==> src/rtl/core/rgbpwm_pkg.sv <==
// -----------------------------------------------------------------------------
// rgbpwm_pkg
// Shared constants and helper functions for the rgb hex command to pwm block.
// -----------------------------------------------------------------------------
package rgbpwm_pkg;

    localparam logic [7:0]  CH_CR    = 8'd13;
    localparam logic [7:0]  CH_NONE  = 8'd255;
    localparam logic [7:0]  CH_SPACE = 8'h20;
    localparam logic [7:0]  CH_HASH  = 8'h23;
    localparam logic [7:0]  CH_R     = 8'h72;
    localparam logic [7:0]  CH_G     = 8'h67;
    localparam logic [7:0]  CH_B     = 8'h62;
    localparam logic [7:0]  CH_0     = 8'h30;
    localparam logic [7:0]  CH_9     = 8'h39;
    localparam logic [7:0]  CH_LA    = 8'h61;
    localparam logic [7:0]  CH_LF    = 8'h66;
    localparam logic [7:0]  CH_UA    = 8'h41;
    localparam logic [7:0]  CH_UF    = 8'h46;

    localparam logic [2:0]  DIGITS_NEEDED = 3'd6;
    localparam logic [15:0] PERIOD_RESET  = 16'd1000;

    // period split as p = 255 * quot + rem
    typedef struct packed {
        logic [8:0] quot;
        logic [7:0] rem;
    } period_split_t;

    // {valid, nibble}
    function automatic logic [4:0] hex_decode(input logic [7:0] ch);
        logic [7:0] d;
        begin
            d = 8'd0;
            if (ch >= CH_0 && ch <= CH_9)
            begin
                d = ch - CH_0;
                hex_decode = {1'b1, d[3:0]};
            end
            else if (ch >= CH_LA && ch <= CH_LF)
            begin
                d = ch - CH_LA + 8'd10;
                hex_decode = {1'b1, d[3:0]};
            end
            else if (ch >= CH_UA && ch <= CH_UF)
            begin
                d = ch - CH_UA + 8'd10;
                hex_decode = {1'b1, d[3:0]};
            end
            else
            begin
                hex_decode = {1'b0, d[3:0]};
            end
        end
    endfunction

    // divide by 255 with reciprocal estimate and one correction step
    function automatic period_split_t split_period(input logic [15:0] p);
        logic [17:0] sum;
        logic [8:0]  q0;
        logic [16:0] r0;
        period_split_t s;
        begin
            sum = {2'b00, p} + 18'd1 + {10'd0, p[15:8]};
            q0  = sum[16:8];
            r0  = {1'b0, p} - (({8'd0, q0} << 8) - {8'd0, q0});
            if (r0 >= 17'd255)
            begin
                s.quot = q0 + 9'd1;
                s.rem  = 8'(r0 - 17'd255);
            end
            else
            begin
                s.quot = q0;
                s.rem  = r0[7:0];
            end
            split_period = s;
        end
    endfunction

    // p - floor(c * p / 255) using p = 255 * quot + rem
    function automatic logic [15:0] to_compare(input logic [7:0] c,
                                               input period_split_t s,
                                               input logic [15:0] p);
        logic [16:0] prod_q;
        logic [15:0] prod_r;
        logic [16:0] sum;
        logic [7:0]  frac;
        logic [16:0] scaled;
        begin
            prod_q = {9'd0, c} * {8'd0, s.quot};
            prod_r = {8'd0, c} * {8'd0, s.rem};
            // exact floor(y / 255) for y below 65280
            sum    = {1'b0, prod_r} + 17'd1 + {9'd0, prod_r[15:8]};
            frac   = sum[15:8];
            scaled = prod_q + {9'd0, frac};
            to_compare = 16'({1'b0, p} - scaled);
        end
    endfunction

endpackage

==> src/rtl/core/rgbpwm_byte_if.sv <==
// -----------------------------------------------------------------------------
// rgbpwm_byte_if
// Received byte channel with valid/ready handshake.
// -----------------------------------------------------------------------------
interface rgbpwm_byte_if;
    logic       valid;
    logic       ready;
    logic [7:0] rx_byte;

    modport source (output valid, output rx_byte, input ready);
    modport sink   (input valid, input rx_byte, output ready);
endinterface

==> src/rtl/core/rgbpwm_result_if.sv <==
// -----------------------------------------------------------------------------
// rgbpwm_result_if
// Line result channel: status flag and the three held compare values.
// -----------------------------------------------------------------------------
interface rgbpwm_result_if;
    logic        valid;
    logic        ready;
    logic        line_ok;
    logic [15:0] red_compare;
    logic [15:0] green_compare;
    logic [15:0] blue_compare;

    modport source (output valid, output line_ok, output red_compare,
                    output green_compare, output blue_compare, input ready);
    modport sink   (input valid, input line_ok, input red_compare,
                    input green_compare, input blue_compare, output ready);
endinterface

==> src/rtl/core/rgb_hex_command_to_pwm_top.sv <==
// -----------------------------------------------------------------------------
// rgb_hex_command_to_pwm_top
// Parses "rgb #RRGGBB" / "rbg #RRGGBB" lines and holds pwm compare values.
// -----------------------------------------------------------------------------
//  channel | dir | handshake          | payload
//  rx      | in  | valid/ready        | rx_byte[7:0]
//  res     | out | valid/ready        | line_ok, red/green/blue_compare[15:0]
//  cfg     | in  | cfg_we, no ready   | cfg_wdata[15:0] (pwm_period)
//
//  one byte per cycle while rx.ready is high; parsing and compare math finish
//  in the cycle the byte is taken, a carriage return loads the result register
//  at the edge that takes it, so the result is offered from the next cycle on
//  rx.ready drops only while a result waits and res.ready is low
//  reset: parser at start of line, period 1000, compares 1000, no result
// -----------------------------------------------------------------------------
module rgb_hex_command_to_pwm_top
(
    input  logic                   clk,
    input  logic                   rst_n,
    rgbpwm_byte_if.sink            rx,
    rgbpwm_result_if.source        res,
    input  logic                   cfg_we,
    input  logic [15:0]            cfg_wdata
);

    typedef enum logic [3:0] {
        PH_START,
        PH_AFTER_R,
        PH_AFTER_RG,
        PH_AFTER_RB,
        PH_WORD_DONE,
        PH_WANT_HASH,
        PH_DIGITS,
        PH_AFTER_DIGITS,
        PH_TAIL
    } phase_t;

    phase_t                     phase_reg, phase_next;
    logic [2:0]                 count_reg, count_next;
    logic                       bad_reg, bad_next;
    logic [23:0]                accum_reg, accum_next;
    logic [15:0]                period_reg;
    rgbpwm_pkg::period_split_t  split_reg;
    logic [15:0]                red_reg, green_reg, blue_reg;
    logic [15:0]                red_next, green_next, blue_next;
    logic                       ok_reg, ok_next;
    logic                       valid_reg, valid_next;

    logic                       accept;
    logic                       is_cr;
    logic                       good;
    logic [4:0]                 hex;
    logic [2:0]                 count_inc;

    assign rx.ready  = !valid_reg || res.ready;
    assign accept    = rx.valid && rx.ready;
    assign is_cr     = (rx.rx_byte == rgbpwm_pkg::CH_CR);
    assign hex       = rgbpwm_pkg::hex_decode(rx.rx_byte);
    assign count_inc = count_reg + 3'd1;
    assign good      = !bad_reg && (phase_reg == PH_AFTER_DIGITS || phase_reg == PH_TAIL);

    always_comb
    begin
        phase_next = phase_reg;
        count_next = count_reg;
        bad_next   = bad_reg;
        accum_next = accum_reg;
        red_next   = red_reg;
        green_next = green_reg;
        blue_next  = blue_reg;
        ok_next    = ok_reg;
        valid_next = valid_reg && !res.ready;

        if (accept && rx.rx_byte != rgbpwm_pkg::CH_NONE)
        begin
            if (is_cr)
            begin
                valid_next = 1'b1;
                ok_next    = good;
                if (good)
                begin
                    red_next   = rgbpwm_pkg::to_compare(accum_reg[23:16], split_reg,
                                                        period_reg);
                    green_next = rgbpwm_pkg::to_compare(accum_reg[15:8], split_reg,
                                                        period_reg);
                    blue_next  = rgbpwm_pkg::to_compare(accum_reg[7:0], split_reg,
                                                        period_reg);
                end
                phase_next = PH_START;
                count_next = 3'd0;
                bad_next   = 1'b0;
                accum_next = 24'd0;
            end
            else if (!bad_reg)
            begin
                bad_next = 1'b1;
                unique case (phase_reg)
                    PH_START:
                    begin
                        if (rx.rx_byte == rgbpwm_pkg::CH_R)
                        begin
                            phase_next = PH_AFTER_R;
                            bad_next   = 1'b0;
                        end
                    end
                    PH_AFTER_R:
                    begin
                        if (rx.rx_byte == rgbpwm_pkg::CH_G)
                        begin
                            phase_next = PH_AFTER_RG;
                            bad_next   = 1'b0;
                        end
                        else if (rx.rx_byte == rgbpwm_pkg::CH_B)
                        begin
                            phase_next = PH_AFTER_RB;
                            bad_next   = 1'b0;
                        end
                    end
                    PH_AFTER_RG:
                    begin
                        if (rx.rx_byte == rgbpwm_pkg::CH_B)
                        begin
                            phase_next = PH_WORD_DONE;
                            bad_next   = 1'b0;
                        end
                    end
                    PH_AFTER_RB:
                    begin
                        if (rx.rx_byte == rgbpwm_pkg::CH_G)
                        begin
                            phase_next = PH_WORD_DONE;
                            bad_next   = 1'b0;
                        end
                    end
                    PH_WORD_DONE:
                    begin
                        if (rx.rx_byte == rgbpwm_pkg::CH_SPACE)
                        begin
                            phase_next = PH_WANT_HASH;
                            bad_next   = 1'b0;
                        end
                    end
                    PH_WANT_HASH:
                    begin
                        if (rx.rx_byte == rgbpwm_pkg::CH_HASH)
                        begin
                            phase_next = PH_DIGITS;
                            count_next = 3'd0;
                            bad_next   = 1'b0;
                        end
                    end
                    PH_DIGITS:
                    begin
                        if (hex[4])
                        begin
                            accum_next = {accum_reg[19:0], hex[3:0]};
                            count_next = count_inc;
                            bad_next   = 1'b0;
                            if (count_inc >= rgbpwm_pkg::DIGITS_NEEDED)
                            begin
                                phase_next = PH_AFTER_DIGITS;
                            end
                        end
                    end
                    PH_AFTER_DIGITS:
                    begin
                        if (rx.rx_byte == rgbpwm_pkg::CH_SPACE)
                        begin
                            phase_next = PH_TAIL;
                            bad_next   = 1'b0;
                        end
                    end
                    PH_TAIL:
                    begin
                        bad_next = 1'b0;
                    end
                    default:
                    begin
                        bad_next = 1'b1;
                    end
                endcase
            end
        end
    end

    always_ff @(posedge clk or negedge rst_n)
    begin
        if (!rst_n)
        begin
            phase_reg  <= PH_START;
            count_reg  <= 3'd0;
            bad_reg    <= 1'b0;
            accum_reg  <= 24'd0;
            period_reg <= rgbpwm_pkg::PERIOD_RESET;
            split_reg  <= rgbpwm_pkg::split_period(rgbpwm_pkg::PERIOD_RESET);
            red_reg    <= rgbpwm_pkg::PERIOD_RESET;
            green_reg  <= rgbpwm_pkg::PERIOD_RESET;
            blue_reg   <= rgbpwm_pkg::PERIOD_RESET;
            ok_reg     <= 1'b0;
            valid_reg  <= 1'b0;
        end
        else
        begin
            phase_reg <= phase_next;
            count_reg <= count_next;
            bad_reg   <= bad_next;
            accum_reg <= accum_next;
            red_reg   <= red_next;
            green_reg <= green_next;
            blue_reg  <= blue_next;
            ok_reg    <= ok_next;
            valid_reg <= valid_next;
            // quotient and remainder by 255 kept ready for the compare math
            if (cfg_we)
            begin
                period_reg <= cfg_wdata;
                split_reg  <= rgbpwm_pkg::split_period(cfg_wdata);
            end
        end
    end

    // held compares change only when a new transaction replaces the result
    assign res.valid         = valid_reg;
    assign res.line_ok       = ok_reg;
    assign res.red_compare   = red_reg;
    assign res.green_compare = green_reg;
    assign res.blue_compare  = blue_reg;

endmodule
==> src/flat_wrapper.sv <==
// flat-port wrapper written by rule: the top's interface ports become plain ports
module rgb_hex_command_to_pwm_top_flat 
  (clk, rst_n, cfg_we, cfg_wdata, rx_valid, rx_rx_byte, rx_ready, res_valid, res_line_ok, res_red_compare, res_green_compare, res_blue_compare, res_ready);
  rgbpwm_byte_if rx_i ();
  rgbpwm_result_if res_i ();
  input  logic clk;
  input  logic rst_n;
  input  logic cfg_we;
  input  logic [15:0] cfg_wdata;
  input wire logic [$bits(rx_i.valid)-1:0] rx_valid;
  input wire logic [$bits(rx_i.rx_byte)-1:0] rx_rx_byte;
  output wire logic [$bits(rx_i.ready)-1:0] rx_ready;
  output wire logic [$bits(res_i.valid)-1:0] res_valid;
  output wire logic [$bits(res_i.line_ok)-1:0] res_line_ok;
  output wire logic [$bits(res_i.red_compare)-1:0] res_red_compare;
  output wire logic [$bits(res_i.green_compare)-1:0] res_green_compare;
  output wire logic [$bits(res_i.blue_compare)-1:0] res_blue_compare;
  input wire logic [$bits(res_i.ready)-1:0] res_ready;
  assign rx_i.valid = rx_valid;
  assign rx_i.rx_byte = rx_rx_byte;
  assign rx_ready = rx_i.ready;
  assign res_valid = res_i.valid;
  assign res_line_ok = res_i.line_ok;
  assign res_red_compare = res_i.red_compare;
  assign res_green_compare = res_i.green_compare;
  assign res_blue_compare = res_i.blue_compare;
  assign res_i.ready = res_ready;
  rgb_hex_command_to_pwm_top u_core (.clk(clk), .rst_n(rst_n), .rx(rx_i), .res(res_i), .cfg_we(cfg_we), .cfg_wdata(cfg_wdata));
endmodule
==> config.mk <==
export PLATFORM = sky130hd
export DESIGN_NAME = rgb_hex_command_to_pwm_top_flat
export DESIGN_NICKNAME = d
export VERILOG_FILES = /design/src/rtl/core/rgbpwm_pkg.sv /design/src/rtl/core/rgbpwm_byte_if.sv /design/src/rtl/core/rgbpwm_result_if.sv /design/src/rtl/core/rgb_hex_command_to_pwm_top.sv /design/src/flat_wrapper.sv
export SDC_FILE = /design/constraint.sdc
export NUM_CORES = 1
export LEC_CHECK = 0
export BUFFER_PORTS_ARGS = -buffer_cell sky130_fd_sc_hd__buf_2
export CORE_UTILIZATION = 60
export CTS_CLUSTER_SIZE = 30
export DETAILED_ROUTE_END_ITERATION = 16
export HOLD_SLACK_MARGIN = 0.1
export PLACE_DENSITY_LB_ADDON = 0.05
export SETUP_SLACK_MARGIN = 0.15
export SLEW_MARGIN = 30
export SYNTH_ARGS = -nofsm -noshare
export SYNTH_HDL_FRONTEND = slang
export SYNTH_SLANG_ARGS = --single-unit
==> constraint.sdc <==
create_clock -name clk -period 27.6 [get_ports clk]
set_clock_uncertainty 0.05 [all_clocks]
set_input_delay 1.38 -clock clk [delete_from_list [all_inputs] [get_ports clk]]
set_output_delay 1.38 -clock clk [all_outputs]
set_load 0.02 [all_outputs]
==> impl_metrics.py <==
metrics = {
    "timing": {
        "min_period_ps": 11710,
        "slew_headroom_pct": 32.7,
        "finalHoldViolCount": 0,
        "tns_ps": 0,
        "drv_slew": 0,
        "period_share_pct": 42.4,
        "rsz0062_at_grt": "no",
        "tightest_slew_ps": 1010,
        "setup_violations": 0,
        "max_freq_mhz": 85.4,
    },
    "power": {
        "switchingPower_mw": 0.263,
        "power.internal_mw": 0.398,
        "pwr-share-seq_pct": 35.1,
        "power.share.clock_pct": 33.5,
        "leakage_nw": 12.9,
        "p_sw_share_pct": 39.7,
        "p_comb_share_pct": 31.4,
        "ir_worst_vdd_mv": 0.0478,
        "powerDensity_mw_per_mm2": 27.1,
    },
    "critical_path": {
        "endpoint": "u_core.res.blue_compare[14]$_DFFE_PN0P_",
        "reg2reg_from": "u_core.split_reg[4]$_DFFE_PN0P_",
        "crit_buf_inv": 7,
        "cpMaxStageDelayCell": "dfrtp_1",
        "cpMostUsedCell": "fa_1",
        "max_stage_delay_ps": 890,
        "crit_arrival_ps": 11950,
        "cp_max_fo": 25,
        "worstSetupEndpointType": "flip-flop",
        "r2r-end": "u_core.res.blue_compare[14]$_DFFE_PN0P_",
        "crit_cells": 39,
        "worstSetupStartpoint": "u_core.split_reg[4]$_DFFE_PN0P_",
        "setup.worst_path.class": "flip-flop to flip-flop",
        "reg2regPathDepth": 39,
        "r2r_slack_ps": 15890,
        "cp_top_family": "adder cells",
        "cp-start-kind": "flip-flop",
        "critical_path_required_ps": 27840,
    },
    "global_routing": {
        "track_usage_pct": 29.8,
        "antenna_found_initial": 0,
        "grt_max_degree": 92,
        "overflow": 0,
        "grt_pass1_vias": 17900,
        "grt_pass1_wl_mm": 90.5,
    },
    "clock_tree": {
        "cts.sink_count": 115,
        "post_cts_buffers": 0,
        "cts-resized-gates": 0,
        "hold_buffers": 0,
        "cts_buffers": 17,
        "worstSkewPairLatency_ps": 450,
        "cts_tree": "done",
        "clkTransAtPathRegs_ps": 60,
        "ctsLongestPathBuffers": 2,
        "root_buffer": "clkbuf_16",
        "ctsHtreeMaxLevel": 4,
    },
    "floorplan": {
        "die_y_um": 198,
        "dieWidth_um": 198,
        "core_mm2": 0.0378,
        "row_count": 71,
        "initial_utilization_pct": 61.1,
        "die_area_mm2": 0.0392,
        "ios": 80,
    },
    "synth": {
        "ys_seq_area_share_pct": 12.7,
        "synth_nets": 3261,
        "ys_types": 83,
        "postSynthRegisterBits": 115,
        "synth_edf_count": 0,
        "synth_ff_type": "dfrtp_1",
        "syn_area_per_cell_um2": 8.79,
        "synth-async-reset-ratio_pct": 100,
        "yosys_warnings": 0,
        "syn_area_mm2": 0.0231,
        "synth_cells": 2622,
    },
    "place": {
        "dp_cells": 3125,
        "dp_hpwl_mm": 44.1,
        "gp_congestion": 0.887,
        "io_buffers": 79,
    },
    "routing": {
        "routed_wl_mm": 55.5,
        "drt_iter0_drc": 820,
        "drt_first_pass_iters": 5,
        "viasPerCell": 5.61,
        "drcViolationCount": 0,
        "wire_per_inst_um": 17.6,
        "final_antenna_net_count": 0,
        "vias": 17700,
    },
    "outcome": {
        "status": "complete, no violations",
    },
    "flow_run": {
        "cap_violations": 0,
    },
    "finish": {
        "drive_gt1_share_pct": 7.71,
        "final_common_cell": "inv_1",
        "post_layout_nonfiller_instances": 3157,
        "area_growth_pct": 5.68,
        "finalNetCount": 3272,
        "diodes": 0,
        "fill_cells": 3271,
        "final_cell_mix": "459 x inv_1, 315 x and2_1, 310 x ha_1",
        "largest_register_ffs": 24,
    },
    "min_path": {
        "hold_path.class": "flip-flop to flip-flop",
        "min_path_cells": 2,
    },
}
## per-layer routing
metal  up-vias  routed length [um]  GRT usage (%)
li1       8416                   -              -
met2       388               27800           52.4
met4         0                1870           11.7
met5         -                   0              0
met1      8813               23300           36.9
met3        98                2460           4.24
## cell usage after synthesis (all sizes together) (14+ instances only)
library cell	number	area, um2
ha	310	3880
a21oi	73	365
a31oi	26	163
fa	300	6010
clkbuf	81	304
nand3	55	280
nand2b	14	87.6
nor2	75	282
o21bai	17	128
and2	315	1970
xor2	48	439
nor3	31	155
and3	17	106
buf	14	72.6
nand2	254	953
dfrtp	83	2080
o21a	15	113
xnor2	91	805
mux2	16	180
inv	459	1720
o21ai	107	539
dfstp	32	841
o211ai	14	105
a21o	29	218
## metrics by stage
stage	setup WS, ps	hold slack (ps)	total power, mW	util, %	cell area (um2)
3_5_place_dp	15970	415	0.440	63.0	23800
5_1_grt	15200	441	0.697	64.5	24400
2_1_floorplan	17190	420	0.362	-	23100
3_3_place_gp	16360	406	0.435	63.0	23800
4_1_cts	15960	428	0.664	64.5	24400
6_report	15890	421	0.661	64.5	24400
## worst min-delay path, delay by kind of cell (launching register included)
kind               cells  cell delay [ps]
AOI/OAI and AO/OA      1               60
DFF                    1              340
and+or+nand+nor        1               40
## cell families after synthesis
logic type	count (synthesis)	share of synthesized area [%]
adders and majority gates	611	42.9
and+or+nand+nor	826	18.8
buffers and inverters	554	9.11
AOI/OAI and AO/OA	356	10.1
muxes	21	1.05
xor gates and xnor gates	139	5.39
DFF	115	12.7
## worst min-delay path by stage
stage                                                         from                                        to  slack, ps
after global placement              u_core.res.line_ok$_DFFE_PN0P_            u_core.res.line_ok$_DFFE_PN0P_        410
final                     u_core.res.green_compare[11]$_DFFE_PN0P_  u_core.res.green_compare[11]$_DFFE_PN0P_        420
after floorplan                    u_core.count_reg[2]$_DFFE_PN0P_           u_core.count_reg[2]$_DFFE_PN0P_        420
after global routing                u_core.res.line_ok$_DFFE_PN0P_            u_core.res.line_ok$_DFFE_PN0P_        440
after detailed placement  u_core.res.green_compare[11]$_DFFE_PN0P_  u_core.res.green_compare[11]$_DFFE_PN0P_        420
after CTS                 u_core.res.green_compare[11]$_DFFE_PN0P_  u_core.res.green_compare[11]$_DFFE_PN0P_        430
## area by class of cell
class	instances	area, um2	area share [%]
clock inverters	8	78.8	0.324
repair buffers	87	458	1.88
inverters	459	1720	7.07
flip-flops and latches	115	2920	12.0
clock buffers	24	492	2.02
multi-input cells	1953	18100	74.1
well taps	511	639	2.62
## power by group through the flow
stage | clock, mW | combinational [mW] | sequential (mW)
6_report | 0.222 | 0.207 | 0.232
5_1_grt | 0.232 | 0.231 | 0.235
4_1_cts | 0.226 | 0.208 | 0.230
3_5_place_dp | 0 | 0.206 | 0.233
3_3_place_gp | 0 | 0.203 | 0.232
2_1_floorplan | 0 | 0.169 | 0.193
Power figures use the tool's default switching activity.
